==> config.mk <==
export PLATFORM = sky130hd
export DESIGN_NAME = tank_track_mixer_framer_top
export DESIGN_NICKNAME = d
export VERILOG_FILES = /design/src/rtl/ttmf_pkg.sv /design/src/rtl/ttmf_front.sv /design/src/rtl/ttmf_fifo.sv /design/src/rtl/ttmf_back.sv /design/src/rtl/tank_track_mixer_framer_top.sv
export SDC_FILE = /design/constraint.sdc
export NUM_CORES = 1
export LEC_CHECK = 0
export BUFFER_PORTS_ARGS = -buffer_cell sky130_fd_sc_hd__buf_2
export CAP_MARGIN = 40
export CORE_MARGIN = 4
export CORE_UTILIZATION = 33
export CTS_CLUSTER_DIAMETER = 60
export DETAILED_ROUTE_END_ITERATION = 7
export PLACE_DENSITY_LB_ADDON = 0.2
export RECOVER_POWER = 100
export SYNTH_ARGS = -nofsm -noshare
export SYNTH_HDL_FRONTEND = slang
export SYNTH_HIERARCHICAL = 1
export SYNTH_SLANG_ARGS = --single-unit
==> constraint.sdc <==
create_clock -name clk -period 11.7 [get_ports clk]
set_input_delay 3.51 -clock clk [delete_from_list [all_inputs] [get_ports clk]]
set_output_delay 3.51 -clock clk [all_outputs]
set_load 0.1 [all_outputs]
==> src/rtl/ttmf_pkg.sv <==
// ============================================================================
// ttmf_pkg
// shared types and constants of the tank track mixer and framer
// ============================================================================
`default_nettype none

package ttmf_pkg;

  // frame layout
  localparam int unsigned FRAME_LEN = 9;
  localparam int unsigned IDX_W     = $clog2(FRAME_LEN);

  localparam logic [7:0] FRAME_START0 = 8'h01;
  localparam logic [7:0] FRAME_START1 = 8'hFF;
  localparam logic [7:0] TRACK_CENTER = 8'd127;
  localparam logic [7:0] WEAPON_ON    = 8'd2;
  localparam logic [7:0] WEAPON_OFF   = 8'd0;

  // byte positions within the frame
  localparam logic [IDX_W-1:0] POS_START0 = IDX_W'(0);
  localparam logic [IDX_W-1:0] POS_START1 = IDX_W'(1);
  localparam logic [IDX_W-1:0] POS_RIGHT  = IDX_W'(2);
  localparam logic [IDX_W-1:0] POS_LEFT   = IDX_W'(3);
  localparam logic [IDX_W-1:0] POS_PAD0   = IDX_W'(4);
  localparam logic [IDX_W-1:0] POS_PAD1   = IDX_W'(5);
  localparam logic [IDX_W-1:0] POS_CANNON = IDX_W'(6);
  localparam logic [IDX_W-1:0] POS_LASER  = IDX_W'(7);
  localparam logic [IDX_W-1:0] POS_GUN    = IDX_W'(8);

  typedef struct packed {
    logic              update_controls;
    logic signed [7:0] forward_speed;
    logic signed [7:0] turn_speed;
    logic              cannon_on;
    logic              laser_on;
    logic              gun_on;
    logic              send_frame;
  } ttmf_in_t;

  typedef struct packed {
    logic [7:0] out_byte;
    logic       last_byte;
  } ttmf_out_t;

  // snapshot of state taken for one send request
  typedef struct packed {
    logic [7:0] right_track;
    logic [7:0] left_track;
    logic       cannon;
    logic       laser;
    logic       gun;
  } ttmf_frame_t;

  localparam int unsigned FIFO_DEPTH = 2;
  localparam int unsigned FIFO_PTR_W = $clog2(FIFO_DEPTH);
  localparam int unsigned FIFO_CNT_W = $clog2(FIFO_DEPTH + 1);

endpackage

`default_nettype wire

==> src/rtl/ttmf_front.sv <==
// ============================================================================
// ttmf_front
// request intake: track mixing, held state, frame snapshot push
// ============================================================================
`default_nettype none

module ttmf_front
  import ttmf_pkg::*;
(
  input  wire logic        clk,
  input  wire logic        rst_n,
  input  wire logic        acc,
  input  wire ttmf_in_t    req,
  output logic             push,
  output ttmf_frame_t      push_data
);

  logic [7:0] left_track_r, left_track_nxt;
  logic [7:0] right_track_r, right_track_nxt;
  logic       cannon_r, cannon_nxt;
  logic       laser_r, laser_nxt;
  logic       gun_r, gun_nxt;

  logic signed [8:0] fwd_ext;
  logic signed [8:0] turn_ext;
  logic signed [8:0] turn_neg;

  // piecewise mix, saturated to -127..127, then offset by 127
  function automatic logic [7:0] mix_track(input logic signed [8:0] x,
                                           input logic signed [8:0] y);
    logic signed [10:0] xs;
    logic signed [10:0] ys;
    logic signed [10:0] ax;
    logic signed [10:0] ay;
    logic signed [10:0] m;
    logic signed [10:0] sum;
    xs = {{2{x[8]}}, x};
    ys = {{2{y[8]}}, y};
    ax = xs[10] ? -xs : xs;
    ay = ys[10] ? -ys : ys;
    if (!ys[10]) begin
      if (xs > 11'sd0) m = ys - xs;
      else             m = (ax > ay) ? ax : ay;
    end else begin
      if (xs > 11'sd0) m = (ax > ay) ? (-xs - ys) : (xs + ys);
      else             m = (ax <= ay) ? ys : (xs - (ys <<< 1));
    end
    if (m > 11'sd127)  m = 11'sd127;
    if (m < -11'sd127) m = -11'sd127;
    sum = m + 11'sd127;
    return sum[7:0];
  endfunction

  assign fwd_ext  = {req.forward_speed[7], req.forward_speed};
  assign turn_ext = {req.turn_speed[7], req.turn_speed};
  assign turn_neg = -turn_ext;

  always_comb begin
    left_track_nxt  = left_track_r;
    right_track_nxt = right_track_r;
    cannon_nxt      = cannon_r;
    laser_nxt       = laser_r;
    gun_nxt         = gun_r;
    if (acc && req.update_controls) begin
      left_track_nxt  = mix_track(turn_neg, fwd_ext);
      right_track_nxt = mix_track(turn_ext, fwd_ext);
      cannon_nxt      = req.cannon_on;
      laser_nxt       = req.laser_on;
      gun_nxt         = req.gun_on;
    end
  end

  always_ff @(posedge clk) begin
    if (!rst_n) begin
      left_track_r  <= TRACK_CENTER;
      right_track_r <= TRACK_CENTER;
      cannon_r      <= 1'b0;
      laser_r       <= 1'b0;
      gun_r         <= 1'b0;
    end else begin
      left_track_r  <= left_track_nxt;
      right_track_r <= right_track_nxt;
      cannon_r      <= cannon_nxt;
      laser_r       <= laser_nxt;
      gun_r         <= gun_nxt;
    end
  end

  // update comes before send: snapshot the post-update values
  assign push                  = acc && req.send_frame;
  assign push_data.right_track = right_track_nxt;
  assign push_data.left_track  = left_track_nxt;
  assign push_data.cannon      = cannon_nxt;
  assign push_data.laser       = laser_nxt;
  assign push_data.gun         = gun_nxt;

endmodule

`default_nettype wire

==> src/rtl/ttmf_fifo.sv <==
// ============================================================================
// ttmf_fifo
// small queue of frame snapshots between intake and framer
// ============================================================================
`default_nettype none

module ttmf_fifo
  import ttmf_pkg::*;
(
  input  wire logic         clk,
  input  wire logic         rst_n,
  input  wire logic         push,
  input  wire ttmf_frame_t  push_data,
  input  wire logic         pop,
  output ttmf_frame_t       pop_data,
  output logic              full,
  output logic              empty
);

  ttmf_frame_t               mem_r [FIFO_DEPTH];
  logic [FIFO_PTR_W-1:0]     wr_ptr_r, wr_ptr_nxt;
  logic [FIFO_PTR_W-1:0]     rd_ptr_r, rd_ptr_nxt;
  logic [FIFO_CNT_W-1:0]     count_r, count_nxt;

  assign full     = (count_r == FIFO_CNT_W'(FIFO_DEPTH));
  assign empty    = (count_r == '0);
  assign pop_data = mem_r[rd_ptr_r];

  function automatic logic [FIFO_PTR_W-1:0] ptr_inc(input logic [FIFO_PTR_W-1:0] p);
    return (p == FIFO_PTR_W'(FIFO_DEPTH - 1)) ? '0 : p + 1'b1;
  endfunction

  always_comb begin
    wr_ptr_nxt = push ? ptr_inc(wr_ptr_r) : wr_ptr_r;
    rd_ptr_nxt = pop  ? ptr_inc(rd_ptr_r) : rd_ptr_r;
    count_nxt  = count_r;
    if (push && !pop)      count_nxt = count_r + 1'b1;
    else if (!push && pop) count_nxt = count_r - 1'b1;
  end

  always_ff @(posedge clk) begin
    if (!rst_n) begin
      wr_ptr_r <= '0;
      rd_ptr_r <= '0;
      count_r  <= '0;
    end else begin
      wr_ptr_r <= wr_ptr_nxt;
      rd_ptr_r <= rd_ptr_nxt;
      count_r  <= count_nxt;
    end
  end

  always_ff @(posedge clk) begin
    if (push) begin
      mem_r[wr_ptr_r] <= push_data;
    end
  end

endmodule

`default_nettype wire

==> src/rtl/ttmf_back.sv <==
// ============================================================================
// ttmf_back
// framer: serializes one snapshot into nine registered output bytes
// ============================================================================
`default_nettype none

module ttmf_back
  import ttmf_pkg::*;
(
  input  wire logic         clk,
  input  wire logic         rst_n,
  input  wire logic         q_empty,
  input  wire ttmf_frame_t  q_data,
  output logic              q_pop,
  output logic              out_valid,
  input  wire logic         out_stall,
  output ttmf_out_t         out_data
);

  ttmf_frame_t      frame_r, frame_nxt;
  logic             active_r, active_nxt;
  logic [IDX_W-1:0] pos_r, pos_nxt;
  logic             ovalid_r, ovalid_nxt;
  ttmf_out_t        odata_r, odata_nxt;

  logic             load;
  logic             is_last;
  logic [7:0]       cur_byte;

  assign load    = active_r && (!ovalid_r || !out_stall);
  assign is_last = (pos_r == POS_GUN);

  always_comb begin
    case (pos_r)
      POS_START0: cur_byte = FRAME_START0;
      POS_START1: cur_byte = FRAME_START1;
      POS_RIGHT:  cur_byte = frame_r.right_track;
      POS_LEFT:   cur_byte = frame_r.left_track;
      POS_PAD0:   cur_byte = TRACK_CENTER;
      POS_PAD1:   cur_byte = TRACK_CENTER;
      POS_CANNON: cur_byte = frame_r.cannon ? WEAPON_ON : WEAPON_OFF;
      POS_LASER:  cur_byte = frame_r.laser  ? WEAPON_ON : WEAPON_OFF;
      POS_GUN:    cur_byte = frame_r.gun    ? WEAPON_ON : WEAPON_OFF;
      default:    cur_byte = WEAPON_OFF;
    endcase
  end

  // next frame is taken when idle or while the last byte goes out
  assign q_pop = !q_empty && (!active_r || (load && is_last));

  always_comb begin
    frame_nxt  = frame_r;
    active_nxt = active_r;
    pos_nxt    = pos_r;
    ovalid_nxt = ovalid_r;
    odata_nxt  = odata_r;
    if (ovalid_r && !out_stall) begin
      ovalid_nxt = 1'b0;
    end
    if (load) begin
      ovalid_nxt          = 1'b1;
      odata_nxt.out_byte  = cur_byte;
      odata_nxt.last_byte = is_last;
      pos_nxt             = pos_r + 1'b1;
      if (is_last) begin
        active_nxt = 1'b0;
      end
    end
    if (q_pop) begin
      frame_nxt  = q_data;
      active_nxt = 1'b1;
      pos_nxt    = POS_START0;
    end
  end

  always_ff @(posedge clk) begin
    if (!rst_n) begin
      active_r <= 1'b0;
      pos_r    <= POS_START0;
      ovalid_r <= 1'b0;
    end else begin
      active_r <= active_nxt;
      pos_r    <= pos_nxt;
      ovalid_r <= ovalid_nxt;
    end
  end

  always_ff @(posedge clk) begin
    frame_r <= frame_nxt;
    odata_r <= odata_nxt;
  end

  assign out_valid = ovalid_r;
  assign out_data  = odata_r;

endmodule

`default_nettype wire

==> src/rtl/tank_track_mixer_framer_top.sv <==
// ============================================================================
// tank_track_mixer_framer_top
// mixes forward/turn commands into track speeds and frames them on request
// ============================================================================
//
//   channel   ports                          payload     direction
//   input     in_valid / in_stall / in_data  ttmf_in_t   request in
//   output    out_valid / out_stall / out_data ttmf_out_t frame bytes out
//
// - a request is taken when in_valid is high and in_stall is low; the update is
//   applied at once and a send request pushes a snapshot into a two-entry queue
// - the framer drains the queue at one byte per cycle while out_stall is low,
//   so a send request costs nine output bytes; update-only requests cost none
// - in_stall rises only when the snapshot queue is full
// - synchronous active-low reset puts both tracks at 127 and flags off
// - the output byte sits in a register; out_stall holds it in place
//
`default_nettype none

module tank_track_mixer_framer_top
  import ttmf_pkg::*;
(
  input  wire logic      clk,
  input  wire logic      rst_n,
  input  wire logic      in_valid,
  output logic           in_stall,
  input  wire ttmf_in_t  in_data,
  output logic           out_valid,
  input  wire logic      out_stall,
  output ttmf_out_t      out_data
);

  logic        acc;
  logic        push;
  ttmf_frame_t push_data;
  logic        pop;
  ttmf_frame_t pop_data;
  logic        q_full;
  logic        q_empty;

  // intake waits only for room in the snapshot queue
  assign in_stall = q_full;
  assign acc      = in_valid && !q_full;

  ttmf_front u_front (
    .clk       (clk),
    .rst_n     (rst_n),
    .acc       (acc),
    .req       (in_data),
    .push      (push),
    .push_data (push_data)
  );

  ttmf_fifo u_fifo (
    .clk       (clk),
    .rst_n     (rst_n),
    .push      (push),
    .push_data (push_data),
    .pop       (pop),
    .pop_data  (pop_data),
    .full      (q_full),
    .empty     (q_empty)
  );

  ttmf_back u_back (
    .clk       (clk),
    .rst_n     (rst_n),
    .q_empty   (q_empty),
    .q_data    (pop_data),
    .q_pop     (pop),
    .out_valid (out_valid),
    .out_stall (out_stall),
    .out_data  (out_data)
  );

endmodule

`default_nettype wire
==> summary by stage <==
Power and ir drop
Of the total power, the clock network draws 0.196. The power density of the placed cells is 133 mW/mm^2. The static power due to leakage is roughly 4.3 nW.

Internal power comes to 0.000844 W. In this run the power spent charging and discharging nets is 0.000591 W. Of the total power, the share spent switching nets is 0.412. Of the total power, registers draw 0.332.

The part of the total power dissipated in combinational logic is 0.472. Across the VDD grid, the largest voltage drop is approximately 0.00010 V.

Run
Across the run, the number of max-cap violations was 1.

Clocking
Clock tree synthesis found a total of 96 sinks. No sink is reached through more buffers than the 2 on the longest clock path. The number of hold buffers added after CTS was 0.

The clock reaches the later pin of the worst-skew pair after 340 ps. The count of cells resized by post-cts repair is 0. The CTS root buffer is sky130_fd_sc_hd__clkbuf_16. The CTS tree is yes. In this run the number of H-tree levels came out at 3. The number of buffers added by the clock tree synthesis step is 9. After clock tree synthesis, the clock-pin slew on the worst setup and hold paths is ~60 ps. The post-CTS setup repair buffer count is 0.

STA
The shortest period the worst path allows is between 10000 and 15000 ps. The maximum clock frequency is around 0.093 GHz. The setup slack of the critical path after layout is ~950 ps. The share of the clock period used by the worst path is 0.919. For the pin with the worst max-slew slack, the measured transition is ~1600 ps.

The setup TNS is 0 ps. Setup repair after global routing left no endpoint under its margin. Clock skew on the completed layout was measured at slightly above 9 ps.

The worst relative slew slack is -0.0394. The final setup violation count is 0. The count of pins over their slew limit is 37. The final hold violation count is 0.

Critical path
The launching element type of the critical path is an input pin. The setup slack on the worst flop-to-flop path is between 8000 and 9000 ps. For the worst flop-to-flop path, the logic depth is 5.

The worst setup path is captured at a flop. The arrival time at the worst endpoint is 10760 ps. The category of the most critical setup path is in2reg. Data on the critical path is required at its endpoint by approximately 12000 ps. The start of the worst register-to-register path is u_fifo/count_r[0]. The reg-to-reg endpoint is u_fifo/mem_r[0][5].

Tracing the worst setup path back leads to its startpoint at in_data[5]. The largest driver fanout on the critical path is 19.

Detailed routing
The number of DRC violations after detailed routing is 0. The ratio of routed vias to standard cells is 5.70. After detailed routing, the total wire length is about 31 mm. The average wire per standard cell is between 15 and 20 um. The total number of vias is 8955. The first-pass iteration count of the detailed router is 6.

The number of routed nets with antenna violations is 0. In this run, the number of DRC markers left after iteration 0 of detailed routing was 838.

Final layout
The number of filler cells placed in the layout is just over 3k. The layout overhead on the synthesized area is 7.49%. In the layout the commonest cells are 106 x sky130_fd_sc_hd__ha_1, 92 x sky130_fd_sc_hd__nand2_1, 88 x sky130_fd_sc_hd__nor2_1. In the final layout, the share of cells above drive strength 1 is 0.0856. The antenna diode count is 0.

For this run, the post-layout net count is ~1.3k. Leaving out fill and tap cells, the most frequent cell in the layout is sky130_fd_sc_hd__ha_1.

Yosys
The share of synthesized flip-flops with an asynchronous set or reset is 0. The number of flops mapped to enable cells by yosys is 66. The most used flip-flop cell after synthesis is sky130_fd_sc_hd__edfxtp_1. The cell area that synthesis handed to floorplanning was 0.0101 sq mm.

Yosys mapped the design onto 98 distinct sky130hd cell types. In this run, synthesis produced a sequential element count of between 90 and 100. The number of warnings issued by yosys is 6.

The average size of a mapped cell is about 8.7 sq um. The proportion of synthesized chip area in sequential cells is 0.257. The post-synthesis cell count is 1163.

Hold path
The startpoint identified for the worst hold timing path is u_front/left_track_r[5]. The instance count along the most critical hold path is 2. The capture endpoint of the worst hold path is u_front/left_track_r[5]. The class of the worst hold path is reg2reg.

Floorplanning
From bottom edge to top edge, the die measures between 150 and 200 um. The number of top-level design ports is 36. The area of the core is roughly 0.030 sq mm. The starting density of the core is 0.337. The die width is about 180 um. The number of standard-cell rows in the floorplan is 63.

The die covers 0.0334 sq mm.

Global route
The first global-routing pass estimated roughly 49 mm of wire. The via count of the first global-routing pass is about 8.7k. Entering global routing, the biggest net connects 37 pins. The initial antenna violation count is 0.

The combined global-route utilization of all metal layers is 0.186. After global routing the overflow that remains totals 0.

Outcome
The final reports fail on max-capacitance violations, max-slew violations. The flow ran to the end, but the final reports show violations.

Placement
The half-perimeter wire length of the detailed placement result is between 20 and 25 mm. The global placer's final weighted congestion is approximately 0.93. The count of buffers added on input and output ports is 35. Before CTS, the worst setup slack after placement is approximately 730 ps.
==> state kept, by name (all words and copies together) (netlist names), 2 cells and up, named ones only <==
name	flops
u_fifo/mem_r	38
u_back/pos_r	4
u_back/frame_r	19
u_front/left_track_r	8
u_fifo/count_r	2
u_front/right_track_r	8
u_back/out_data	9
==> layout make-up <==
class / count / area (sq um) / share of cell area
multi-input cells: 946 / 6940 / 0.641
clock inverters: 5 / 57.6 / 0.00532
inverters: 72 / 270 / 0.0250
repair buffers: 50 / 254 / 0.0235
flip-flops and latches: 96 / 2580 / 0.239
well taps: 390 / 488 / 0.0451
clock buffers: 11 / 233 / 0.0215
==> synth_stat cells, drive strengths merged (9+ instances only) <==
cell type | n | area share
a211oi | 18 | 0.014
a21o | 14 | 0.010
a21oi | 55 | 0.028
a31oi | 16 | 0.0099
and2 | 22 | 0.014
buf | 25 | 0.015
clkbuf | 29 | 0.011
dfxtp | 30 | 0.060
edfxtp | 66 | 0.20
ha | 106 | 0.13
inv | 70 | 0.026
mux2 | 27 | 0.030
mux2i | 20 | 0.020
nand2 | 93 | 0.035
nand2b | 15 | 0.0093
nand3 | 29 | 0.014
nand4 | 13 | 0.0096
nor2 | 89 | 0.033
nor2b | 22 | 0.014
nor3 | 26 | 0.014
o211ai | 20 | 0.015
o21a | 29 | 0.022
o21ai | 66 | 0.034
o31a | 9 | 0.0078
o31ai | 16 | 0.012
or3 | 18 | 0.011
xnor2 | 42 | 0.037
xor2 | 14 | 0.012
==> critical path: stages <==
cell and delay [ps]:
sky130_fd_sc_hd__buf_2 180, sky130_fd_sc_hd__inv_1 240, sky130_fd_sc_hd__ha_1 360, sky130_fd_sc_hd__or3b_1 510, sky130_fd_sc_hd__nor3_1 250, sky130_fd_sc_hd__and3_1 220
sky130_fd_sc_hd__inv_1 50, sky130_fd_sc_hd__ha_1 480, sky130_fd_sc_hd__inv_1 260, sky130_fd_sc_hd__ha_1 300, sky130_fd_sc_hd__ha_1 670, sky130_fd_sc_hd__nand2_1 150
sky130_fd_sc_hd__o21ai_0 360, sky130_fd_sc_hd__a211oi_2 80, sky130_fd_sc_hd__buf_4 210, sky130_fd_sc_hd__o21a_1 360, sky130_fd_sc_hd__o211a_1 280, sky130_fd_sc_hd__or4_1 540
sky130_fd_sc_hd__o21ai_0 410, sky130_fd_sc_hd__or4b_1 240, sky130_fd_sc_hd__o211ai_2 120, sky130_fd_sc_hd__nor2_1 130, sky130_fd_sc_hd__ha_1 280, sky130_fd_sc_hd__nand2_1 70
sky130_fd_sc_hd__mux2_2 270, sky130_fd_sc_hd__nor2_1 130, sky130_fd_sc_hd__o31ai_1 100
==> layer usage <==
metal  GRT usage  part of all wire
met5           0                 0
met3      0.0241             0.067
met1       0.256              0.45
met2       0.304              0.45
met4      0.0543             0.028
==> worst max path at each step <==
stage               slack, ps            endpoint  depth (start not counted)
floorplan                2020  u_fifo/mem_r[0][9]                         31
global placement          980  u_fifo/mem_r[0][9]                         27
detailed placement        730  u_fifo/mem_r[0][9]                         27
CTS                      1070  u_fifo/mem_r[1][9]                         27
global route              240  u_fifo/mem_r[1][9]                         27
finish                    950  u_fifo/mem_r[0][9]                         27
==> metrics by stage <==
step,hold WS [ps],instances,util,total power [W],instance area (sq um)
final,462,1570,0.362,0.00143,10800
after global placement,442,1549,0.354,0.00116,10600
after CTS,465,1570,0.366,0.00147,10900
after detailed placement,449,1554,0.356,0.00118,10600
after floorplan,432,1168,-,0.000998,10100
after global routing,485,1570,0.362,0.00153,10800
==> kinds of logic (layout without fill, tap and decap cells) <==
logic type               after synthesis  in the layout  synth area share
buffers and inverters                126            138            0.0528
multiplexers                          48             48            0.0523
flip-flops                            96             96             0.257
AND/OR/NAND/NOR                      388            388             0.203
XOR/XNOR                              56             56            0.0487
other                                  1              6          0.000372
AO/OA/AOI/OAI                        334            334             0.239
adder cells (fa/ha/maj)              114            114             0.148
==> power groups by stage <==
| stage | combinational [W] | sequential (W) | clock (W) |
|---|---|---|---|
| 2_1_floorplan | 0.000446 | 0.000552 | 0 |
| 3_3_place_gp | 0.000671 | 0.000493 | 0 |
| 3_5_place_dp | 0.000698 | 0.000484 | 0 |
| 4_1_cts | 0.000702 | 0.000477 | 0.000289 |
| 5_1_grt | 0.000744 | 0.000483 | 0.000305 |
| 6_report | 0.000678 | 0.000476 | 0.000281 |
Note: power is estimated with default switching activity, not from simulation.
